===== src/sv/tpcc_pkg.sv =====
package tpcc_pkg;

  localparam int KIND_W  = 2;
  localparam int INDEX_W = 10;
  localparam int CODE_W  = 32;
  localparam int KEY_W   = 20;
  localparam int CFG_W   = 11;
  localparam int COUNT_W = 21;

  localparam logic [COUNT_W-1:0] COUNT_TOP = 21'h100000;

  // floor(n / 3) == (n * RECIP3) >> RECIP3_SHIFT for every 32-bit n
  localparam logic [CODE_W-1:0] RECIP3       = 32'hAAAA_AAAB;
  localparam int                RECIP3_SHIFT = 33;

  typedef enum logic [KIND_W-1:0] {
    KIND_LOAD  = 2'd0,
    KIND_QUERY = 2'd1,
    KIND_CLEAR = 2'd2
  } kind_t;

  typedef enum logic [1:0] {
    ST_IDLE,
    ST_LOAD,
    ST_SCAN,
    ST_DONE
  } state_t;

endpackage


===== src/sv/tpcc_decode.sv =====
module tpcc_decode import tpcc_pkg::*; #(
  parameter int KEY_BITS = 20
) (
  input  logic                clk,
  input  logic                rst,
  input  logic                start,
  input  logic [CODE_W-1:0]   code,
  output logic                done,
  output logic [KEY_BITS-1:0] value,
  output logic [KEY_BITS-1:0] care_free
);

  localparam int CNT_W = (KEY_BITS > 1) ? $clog2(KEY_BITS) : 1;
  localparam int PROD_W = 2 * CODE_W;

  logic              busy;
  logic              phase;
  logic [CNT_W-1:0]  dig_cnt;
  logic [CODE_W-1:0] rest;
  logic [PROD_W-1:0] prod;
  logic [CODE_W-2:0] quot;
  logic [CODE_W-1:0] triple;
  logic [CODE_W-1:0] remainder;
  logic [1:0]        digit;

  // one base-3 digit per multiply step followed by a remainder step
  assign quot      = prod[RECIP3_SHIFT +: CODE_W-1];
  assign triple    = {quot, 1'b0} + {1'b0, quot};
  assign remainder = rest - triple;
  assign digit     = remainder[1:0];

  always_ff @(posedge clk) begin
    if (rst) begin
      busy    <= 1'b0;
      phase   <= 1'b0;
      done    <= 1'b0;
      dig_cnt <= '0;
    end else begin
      done <= 1'b0;
      if (start) begin
        busy    <= 1'b1;
        phase   <= 1'b0;
        dig_cnt <= '0;
      end else if (busy) begin
        phase <= ~phase;
        if (phase) begin
          dig_cnt <= dig_cnt + 1'b1;
          if (dig_cnt == CNT_W'(KEY_BITS - 1)) begin
            busy <= 1'b0;
            done <= 1'b1;
          end
        end
      end
    end
  end

  always_ff @(posedge clk) begin
    if (start) begin
      rest      <= code;
      value     <= '0;
      care_free <= '0;
    end else if (busy) begin
      if (!phase) begin
        prod <= PROD_W'(rest) * PROD_W'(RECIP3);
      end else begin
        rest      <= {1'b0, quot};
        value     <= (value << 1) | KEY_BITS'(digit == 2'd1);
        care_free <= (care_free << 1) | KEY_BITS'(digit == 2'd0);
      end
    end
  end

endmodule


===== config.mk =====
export PLATFORM = sky130hd
export DESIGN_NAME = tpcc_decode
export DESIGN_NICKNAME = d
export VERILOG_FILES = /design/src/sv/tpcc_pkg.sv /design/src/sv/tpcc_decode.sv
export SDC_FILE = /design/constraint.sdc
export NUM_CORES = 1
export LEC_CHECK = 0
export BUFFER_PORTS_ARGS = -buffer_cell sky130_fd_sc_hd__buf_2
export CAP_MARGIN = 25
export CORE_MARGIN = 3
export CORE_UTILIZATION = 35
export DETAILED_ROUTE_END_ITERATION = 6
export PLACE_DENSITY = 0.46
export SYNTH_ARGS = -nofsm -noshare
export SYNTH_HDL_FRONTEND = slang
export SYNTH_SLANG_ARGS = --single-unit

===== constraint.sdc =====
create_clock -name clk -period 18.9 [get_ports clk]
set_input_delay 1.89 -clock clk [delete_from_list [all_inputs] [get_ports clk]]
set_output_delay 1.89 -clock clk [all_outputs]
set_load 0.1 [all_outputs]

**Word level (Yosys, flattened, before mapping)**

Index checks and enable logic that the tools add are counted.

- Add/subtract/negate cells: 3
- $mul: 1
- Eq/ne operators: 2
- Mux-type cells: 8
- Bitwise operators: 5
- Reduce and logical (&&, ||, !) cells: 8

Operators by type and width:

| cell | number |
|---|---|
| two-way mux 32 bit | 3 |
| multiplier 32 x 32 -> 64 bit (second input constant) | 1 |
| OR 20 x 1 -> 20 bit | 2 |
| adder 5 x 1 -> 5 bit (second input constant) | 1 |
| equality test 5 bit (second input constant) | 1 |
| two-way mux 1 bit | 5 |
| AND reduction 2 bit | 2 |
| nonzero test 2 bit | 2 |
| OR reduction 4 bit | 1 |
| NOT 1 bit | 3 |
| AND reduction 3 bit | 1 |
| adder 2 bit | 1 |
| equality test 2 x 1 -> 1 bit (second input constant) | 1 |
| zero test 2 bit | 1 |
| OR reduction 2 bit | 1 |
| subtractor 2 bit | 1 |

- Bits in registers: 144
- Input bits: 35
- Output and inout bits: 41
- Logic and storage cells: 35

**Longest topological paths before layout**

Gate-level depths: netlist of the first run.

- Depth after elaboration: 5
- Gate-level depth with buffers: 26
- Depth with buffers taken out: 26

**Least setup slack after synthesis of the first run**

OpenSTA, ideal clock, no wires.

- Path type: register to register
- From: register rest[12]
- To: register prod[62], data pin
- Library setup time: 0.275 ns
- Data arrival time: 6.274 ns
- Required time: 18.625 ns
- Slack: 12.351 ns
- Stages on the path, launching flop included: 23
- Buffers on the path: 0
- Clock period less this slack: 6.549 ns
- Cells stage by stage: edfxtp_1 -> ha_1 -> xor2_1 -> ha_1 -> inv_1 -> fa_1 -> fa_1 -> inv_1 -> fa_1 -> fa_1 -> fa_1 -> inv_1 -> fa_1 -> inv_1 -> ha_1 -> a21o_1 -> o21bai_1 -> a21oi_1 -> a31oi_4 -> nor4_4 -> nor3_2 -> nor4_1 -> a2111oi_2

- Longest elaborated chain between the ends: 1

RTL lines:

| element | line | RTL |
|---|---|---|
| start: declaration | tpcc_decode.sv:19 | `logic [CODE_W-1:0] rest;` |
| start signal: assignment | tpcc_decode.sv:59 | `rest <= code;` |
| start signal: assignment | tpcc_decode.sv:66 | `rest <= {1'b0, quot};` |
| multiplier 32 x 32 -> 64 bit | tpcc_decode.sv:64 | `prod <= PROD_W'(rest) * PROD_W'(RECIP3);` |
| end signal: assignment | tpcc_decode.sv:64 |  |
| end: declaration | tpcc_decode.sv:20 | `logic [PROD_W-1:0] prod;` |

No other way between the ends.
A chain may end at the register's enable or synchronous reset.

**Worst setup path in the final report of the first run**

- From: register rest[1]
- To: register prod[62], data pin

Same word-level chain as after synthesis.

==> flow_summary.toml, run 1 <==
[worst_setup_path]
cp_common_cell = "fa_1"
cp_max_fo = 14
cp-end-kind = "flip-flop"
crit_required_ps = 19030
path_class = "reg2reg"
arrival_ps = 8290
slowest_delay_ps = 890
start_kind = "flip-flop"
slowest_stage = "edfxtp_1"
crit_chain = "ha_1 -> xor2_1 -> ha_1 -> inv_1 -> fa_1 -> inv_1 -> fa_1 -> fa_1 -> fa_1 -> fa_1 -> fa_1 -> ha_1 -> a21oi_1 -> o21ai_0 -> a311oi_1 -> a21oi_2 -> nor4_4 -> nor3_2 -> nor4_1 -> a2111oi_2"

[routing]
wire_per_inst_um = 22.48
antenna_left = 0
dr.pass1.iters = 5
drt_iter0_markers = 858
routed_wl_um = 64280
remaining_drc_errors = 0
via_per_inst = 4.898
num_vias = 14008

[timing]
fin_setup_tns_ps = 0
tightest_slew_ps = 898.7
final-max-slew-violation-count = 0
period_needed_ps = 8163
setup_viol = 0
final_hold_viol_count = 0
timing.hold.ws_ps = 461.1
relSlewSlack = 0.4008
setup_ws_ps = 10740
finalCritPeriodShare = 0.4319
fin_skew_ps = 12.33
rsz0062_at_grt = "no"
fmax_ghz = 0.1225

[global_route]
grt_pass1_wl_um = 97230
grt_antenna_before_repair = 0
grt-ovfl-total = 0
grt_max_degree = 75
grt_pass1_vias = 15427
groute.usage.overall = 0.2104

[placed_design]
dp_slack_ps = 10660
portBuffers = 75
place_area_sq_um = 21860
hpwl_um = 56630
place.gp.congestion = 0.9117

[yosys]
synth_edf_count = 63
avgSynthCellArea_sq_um = 10.15
ys_seq_area_frac = 0.1383
synth_cells = 2032
synthArstFlopShare = 0
ys_warn_count = 0
netlist_area_sq_um = 20630
synth_cell_type_count = 72
synth-seq-cells = 111
synth-main-ff-cell = "edfxtp_1"
synth_nets = 2786

[cells_and_area]
finalInstanceArea_sq_um = 22170
antenna_cells = 0
area_growth_syn_to_layout_pct = 7.453
fillers = 5840
nNetsFinal = 2844
final_cell_mix = "inv_1 (508), ha_1 (368), fa_1 (351), nand2_1 (146), a21oi_1 (115)"
drive_gt1_frac = 0.07733
layout.cells.most_common = "inv_1"

[die]
ios = 76
die-area_sq_um = 61900
coreArea_sq_um = 58030
std_cell_rows = 88
die_x_um = 248.8
dieHeight_um = 248.8
start_util = 0.3556

[clock_tree]
cts_max_level = 3
cts_hold_buf = 0
cts.clk_slew.worst_paths_ps = 100
cts_tree = "built"
clock_latency_ps = 390
cts_buffers = 9
ctsResizeCount = 0
cts_root_buffer = "clkbuf_16"
clock_path_buffers = 2
cts.sinks = 111
post_cts_buffers = 0

[hold_path]
hp-class = "reg2reg"

[flow_run]
max_cap_viol_count = 0

[run_status]
outcome = "finished, final reports clean"
[worst max-delay path: cells and delay by family, from the launching register on]
family / cells / cell delay [ps]
AOI/OAI and AO/OA: 5 / 1200
xor gates and xnor gates: 1 / 610
adders and majority gates: 9 / 4050
buffers and inverters: 2 / 230
DFF: 1 / 890
and+or+nand+nor: 3 / 910
[routing by layer]
layer  wire (um)  global-route usage
met5           0                   0
met1       29760              0.2916
met3        3507             0.04041
met4        1492             0.05219
met2       29520              0.3392
[Yosys cell counts, types with 5 or more instances]
master | instances | share of area
a21o_1 | 27 | 0.0098
a21oi_1 | 115 | 0.028
a21oi_2 | 6 | 0.0025
a31oi_1 | 7 | 0.0021
and2_1 | 15 | 0.0045
and3_1 | 11 | 0.0033
clkbuf_1 | 27 | 0.0049
dfxtp_1 | 48 | 0.047
edfxtp_1 | 63 | 0.092
fa_1 | 351 | 0.34
ha_1 | 368 | 0.22
inv_1 | 508 | 0.092
mux2_2 | 32 | 0.017
nand2_1 | 146 | 0.027
nand2b_1 | 15 | 0.0045
nand3_1 | 14 | 0.0034
nand4_1 | 15 | 0.0045
nor2_1 | 46 | 0.0084
nor2b_1 | 5 | 0.0015
nor3_1 | 9 | 0.0022
nor4_1 | 6 | 0.0018
o211ai_1 | 7 | 0.0025
o21ai_0 | 21 | 0.0051
o21ai_1 | 13 | 0.0032
o21bai_1 | 12 | 0.0044
or2_2 | 5 | 0.0015
xnor2_1 | 36 | 0.015
xor2_1 | 35 | 0.015
[cell families (layout without fill, tap and decap cells)]
kind of cell | after synthesis | after routing | synth area share
fa+ha+maj | 719 | 719 | 0.5637
mux | 34 | 34 | 0.01850
flops | 111 | 111 | 0.1383
compound gates | 253 | 253 | 0.07975
xor+xnor | 71 | 71 | 0.03014
buf+inv | 542 | 605 | 0.09958
simple gates | 302 | 302 | 0.07004
[metrics by stage]
step | instances | util
2_1_floorplan | 2032 | -
3_3_place_gp | 2844 | 0.3767
3_5_place_dp | 2844 | 0.3767
4_1_cts | 2860 | 0.3821
5_1_grt | 2860 | 0.3821
6_report | 2860 | 0.3821
[registers in the layout, summed over array words and instances, names as in the netlist]
signal / cells
rest: 32
prod: 31
care_free: 20
value: 20
dig_cnt: 5
busy: 1
done: 1
phase: 1
[path summary, 6_finish.rpt]
check | from | endpoint | slack, ps | cells after the start
worst min register to register | care_free[19] | care_free[19] | 460 | 2
worst min-delay path | care_free[19] | care_free[19] | 460 | 2
worst max register to register | rest[1] | prod[62] | 10740 | 20
worst max-delay path | rest[1] | prod[62] | 10740 | 20
[final cells by class]
class / count / area (sq um) / share of cell area
clock inverters: 7 / 86.33 / 0.003894
well taps: 765 / 957.2 / 0.04317
inverters: 509 / 1911 / 0.08618
flip-flops and latches: 111 / 2853 / 0.1287
clock buffers: 9 / 225.2 / 0.01016
multi-input cells: 1379 / 15730 / 0.7093
repair buffers: 80 / 412.9 / 0.01862
Power of run 1 is left out: the tool's default activity adds up to more than one toggle a clock period on the data nets, which glitch-free logic cannot reach.
==> run 2: changes to the inputs <==
- ABC_AREA: default -> 1
- clock period: 18.9 -> 8.4 ns (I/O delays scaled with it)
==> flow_summary.toml, run 2 <==
[run_status]
outcome = "finished, final reports clean"

[die]
start_util = 0.3568
ios = 76
std_cell_rows = 91
die_x_um = 257.8
die-area_sq_um = 66440
dieHeight_um = 257.8
coreArea_sq_um = 62170

[hold_path]
hp-class = "reg2reg"
whs_path_depth = 2

[placed_design]
dp_slack_ps = 1039
hpwl_um = 69610
place.gp.congestion = 0.9398
portBuffers = 75

[worst_setup_path]
crit_required_ps = 8550
cp-end-kind = "flip-flop"
cp_max_fo = 8
start_kind = "flip-flop"
arrival_ps = 7510
path_class = "reg2reg"
reg2reg_depth = 26

[yosys]
synthTopCellsByArea = "fa_1 (32%), ha_1 (21%), inv_1 (13%)"
synth_cell_type_count = 34
synth_common_cells = "inv_1 (764), nand2_1 (541), ha_1 (368), fa_1 (351), nor2_1 (135)"
yosysTopAreaCellShare = 0.3168
synth-main-ff-cell = "edfxtp_1"
synth_cells = 2653
netlist_area_sq_um = 22180
synthArstFlopShare = 0
synth.largest_area_cell = "fa_1"
synth-seq-cells = 111
synth_edf_count = 63
ys_seq_area_frac = 0.1286
ys_warn_count = 0
synth_nets = 3407
yosysMostFrequentCell = "inv_1"
avgSynthCellArea_sq_um = 8.362

[timing]
setup_ws_ps = 1043
final_hold_viol_count = 0
fin_skew_ps = 16.28
rsz0062_at_grt = "no"
finalCritPeriodShare = 0.8758
fmax_ghz = 0.1359
fin_setup_tns_ps = 0
final-max-slew-violation-count = 0
relSlewSlack = 0.4054
tightest_slew_ps = 891.8
period_needed_ps = 7357
setup_viol = 0

[cells_and_area]
area_growth_syn_to_layout_pct = 7.834
nNetsFinal = 3483
largest_reg_flops = 32
regMostFlops = "rest"
largestRegisters = "rest (32), prod (31)"
antenna_cells = 0
final_cell_mix = "inv_1 (764), nand2_1 (540), ha_1 (368), fa_1 (351), nor2_1 (134)"
drive_gt1_frac = 0.05816
layout.cells.most_common = "inv_1"

[global_route]
grt_antenna_before_repair = 1
groute.usage.overall = 0.2372
grt_pass1_wl_um = 115300
grt-ovfl-total = 0
grt_max_degree = 57
grt_pass1_vias = 18126

[clock_tree]
clock_path_buffers = 2
cts_buffers = 9
post_cts_buffers = 0
cts_hold_buf = 0
ctsResizeCount = 0
cts_max_level = 3
clock_latency_ps = 400
cts.clk_slew.worst_paths_ps = 100
cts_tree = "built"
cts_root_buffer = "clkbuf_16"
cts.sinks = 111

[routing]
num_vias = 16926
via_per_inst = 4.740
wire_per_inst_um = 21.70
drt_iter0_markers = 1009
dr.pass1.iters = 5
remaining_drc_errors = 0
antenna_left = 0
routed_wl_um = 77500

[flow_run]
max_cap_viol_count = 0
==> run 2: cell families (layout without fill, tap and decap cells) <==
family / count (synthesis) / count (layout) / synth area share
adder cells (fa/ha/maj): 719 / 719 / 0.5243
flip-flops: 111 / 111 / 0.1286
buffers and inverters: 789 / 870 / 0.1338
XOR/XNOR: 44 / 44 / 0.01737
AO/OA/AOI/OAI: 179 / 179 / 0.04529
AND/OR/NAND/NOR: 811 / 811 / 0.1506
==> run 2: final timing paths <==
check                           startpoint   endpoint  slack (ps)
worst min-delay path             value[10]  value[11]         490
worst max register to register     rest[7]   prod[40]        1040
worst max-delay path               rest[7]   prod[40]        1040
worst min register to register   value[10]  value[11]         490
==> run 2: worst max-delay path, stage by stage, from the launching register on <==
cell	delay, ps
edfxtp_1	630
ha_1	470
xnor2_1	480
inv_1	150
ha_1	210
nor2_1	300
inv_1	120
fa_1	540
inv_1	70
fa_1	490
inv_1	60
fa_1	480
fa_1	470
fa_1	530
inv_1	50
fa_1	480
inv_1	40
ha_1	320
nand2_1	170
nor3_1	420
nand2_1	100
inv_1	60
nand2_1	40
nand2_1	120
nand3_1	120
nand3_1	90
nand2_1	90
==> run 2: routing by layer <==
layer / GRT usage / vias to the layer above / wire length (um)
li1: - / 8131 / -
met1: 0.3271 / 8421 / 35660
met2: 0.4058 / 322 / 37410
met3: 0.02658 / 52 / 3196
met4: 0.04385 / 0 / 1237
met5: 0 / - / 0
==> run 2: metrics by stage <==
step | std cells | instance area [sq um] | util | hold slack, ps
6_report | 3571 | 23920 | 0.3848 | 487.6
5_1_grt | 3571 | 23920 | 0.3848 | 509.7
2_1_floorplan | 2653 | 22180 | - | 469.3
4_1_cts | 3571 | 23920 | 0.3848 | 488.1
3_5_place_dp | 3555 | 23600 | 0.3797 | 474.7
3_3_place_gp | 3555 | 23600 | 0.3797 | 467.0
==> run 2: final cells by class <==
type | count | area [sq um]
clock buffer | 9 | 225.2
tap | 837 | 1047
sequential | 111 | 2853
fill | 6594 | 38250
timing repair buffer | 83 | 435.4
clock inverter | 7 | 93.84
inverter | 771 | 2894
multi-input combinational | 1753 | 16370
Power of run 2 is left out for the same reason.
==> run 3: changes to the inputs <==
- CORE_UTILIZATION: 35 -> 66
- PLACE_DENSITY: 0.46 -> 0.8
==> flow_summary.toml, run 3 (same netlist as run 2, synthesis figures left out) <==
[clock_tree]
cts_max_level = 3
cts_hold_buf = 0
cts_tree = "built"
post_cts_buffers = 0
cts_buffers = 9
cts.clk_slew.worst_paths_ps = 80
clock_path_buffers = 2
cts.sinks = 111
cts_root_buffer = "clkbuf_16"
clock_latency_ps = 380
ctsResizeCount = 0

[worst_setup_path]
cp_max_fo = 8
endpoint = "prod[62]"
cp_common_cell = "inv_1"
start_kind = "flip-flop"
arrival_ps = 7590
r2r_end = "prod[62]"
reg2reg_from = "rest[7]"
slowest_stage = "edfxtp_1"
crit_family = "adder cells"
worst-r2r-setup-slack_ps = 940
crit_required_ps = 8540
cp-end-kind = "flip-flop"
critPathBufInv = 7
path_class = "reg2reg"
reg2reg_depth = 27
slowest_delay_ps = 620
critical_path_depth = 27
crit_start = "rest[7]"

[global_route]
grt_pass1_wl_um = 103900
groute.usage.overall = 0.3890
grt-ovfl-total = 0
grt_antenna_before_repair = 1
grt_max_degree = 71
grt_pass1_vias = 18679

[timing]
fin_setup_tns_ps = 0
relSlewSlack = 0.3723
fin_skew_ps = 8.930
final-max-slew-violation-count = 0
final_hold_viol_count = 0
finalCritPeriodShare = 0.8876
setup_viol = 0
tightest_slew_ps = 941.6
timing.hold.ws_ps = 492.0
rsz0062_at_grt = "no"
fmax_ghz = 0.1341
period_needed_ps = 7456
setup_ws_ps = 944.3

[die]
ios = 76
die-area_sq_um = 35850
start_util = 0.6750
die_x_um = 189.3
dieHeight_um = 189.3
coreArea_sq_um = 32870
std_cell_rows = 66

[placed_design]
portBuffers = 75
dp_slack_ps = 1105
place.gp.congestion = 1.043
hpwl_um = 59870

[run_status]
outcome = "finished, final reports clean"

[routing]
routed_wl_um = 67620
wire_per_inst_um = 21.29
dr.pass1.iters = 6
remaining_drc_errors = 0
drt_iter0_markers = 1476
num_vias = 17756
antenna_left = 0
via_per_inst = 5.591

[cells_and_area]
final_cell_mix = "inv_1 (764), nand2_1 (540), ha_1 (368), fa_1 (351), nor2_1 (134)"
largest_reg_flops = 32
nNetsFinal = 3482
regMostFlops = "rest"
layout.cells.most_common = "inv_1"
largestRegisters = "rest (32), prod (31)"
drive_gt1_frac = 0.05781
area_growth_syn_to_layout_pct = 5.556

[hold_path]
hp-class = "reg2reg"
whs_path_depth = 2

[flow_run]
max_cap_viol_count = 0
## run 3: worst register-to-register path, stage by stage, from the launching register on
cell      delay [ps]
edfxtp_1         620
ha_1             460
xnor2_1          500
inv_1            190
ha_1             220
nor2_1           260
inv_1            120
fa_1             570
inv_1             70
fa_1             500
inv_1             60
fa_1             500
fa_1             550
fa_1             520
inv_1             50
fa_1             480
inv_1             40
ha_1             310
a21oi_1          280
o21ai_0          200
inv_1             90
nand2_1           80
a21oi_1          130
nand2_1          140
nand2_1          110
nand2_1           60
nand2_1           60
nand2_1           50
## run 3: through the flow
step	area, sq um	std cells	util
after floorplan	22180	2653	-
after global placement	23090	3158	0.7025
after detailed placement	23120	3159	0.7033
after CTS	23410	3175	0.7124
after global routing	23410	3175	0.7124
final	23420	3176	0.7125
## run 3: layer usage
metal | GRT usage | share of wire | vias to the layer above
met3 | 0.07850 | 0.096 | 200
li1 | - | - | 8123
met5 | 0 | 0 | -
met4 | 0.1996 | 0.060 | 0
met2 | 0.6192 | 0.46 | 816
met1 | 0.5084 | 0.39 | 8617
## run 3: final cells by class
class / count / area (sq um)
antenna: 1 / 2.502
clock buffer: 9 / 225.2
clock inverter: 7 / 72.57
fill: 2697 / 9450
inverter: 771 / 2894
multi-input combinational: 1753 / 16370
sequential: 111 / 2853
tap: 442 / 553.0
timing repair buffer: 82 / 447.9
## run 3: how the worst min path moves through the flow
stage / start / to / slack, ps
6_report: value[3] / value[4] / 490
5_1_grt: value[3] / value[4] / 520
4_1_cts: value[3] / value[4] / 490
3_5_place_dp: value[19] / value[19] / 470
3_3_place_gp: care_free[19] / care_free[19] / 460
2_1_floorplan: busy / busy / 470
Power of run 3 is left out for the same reason.
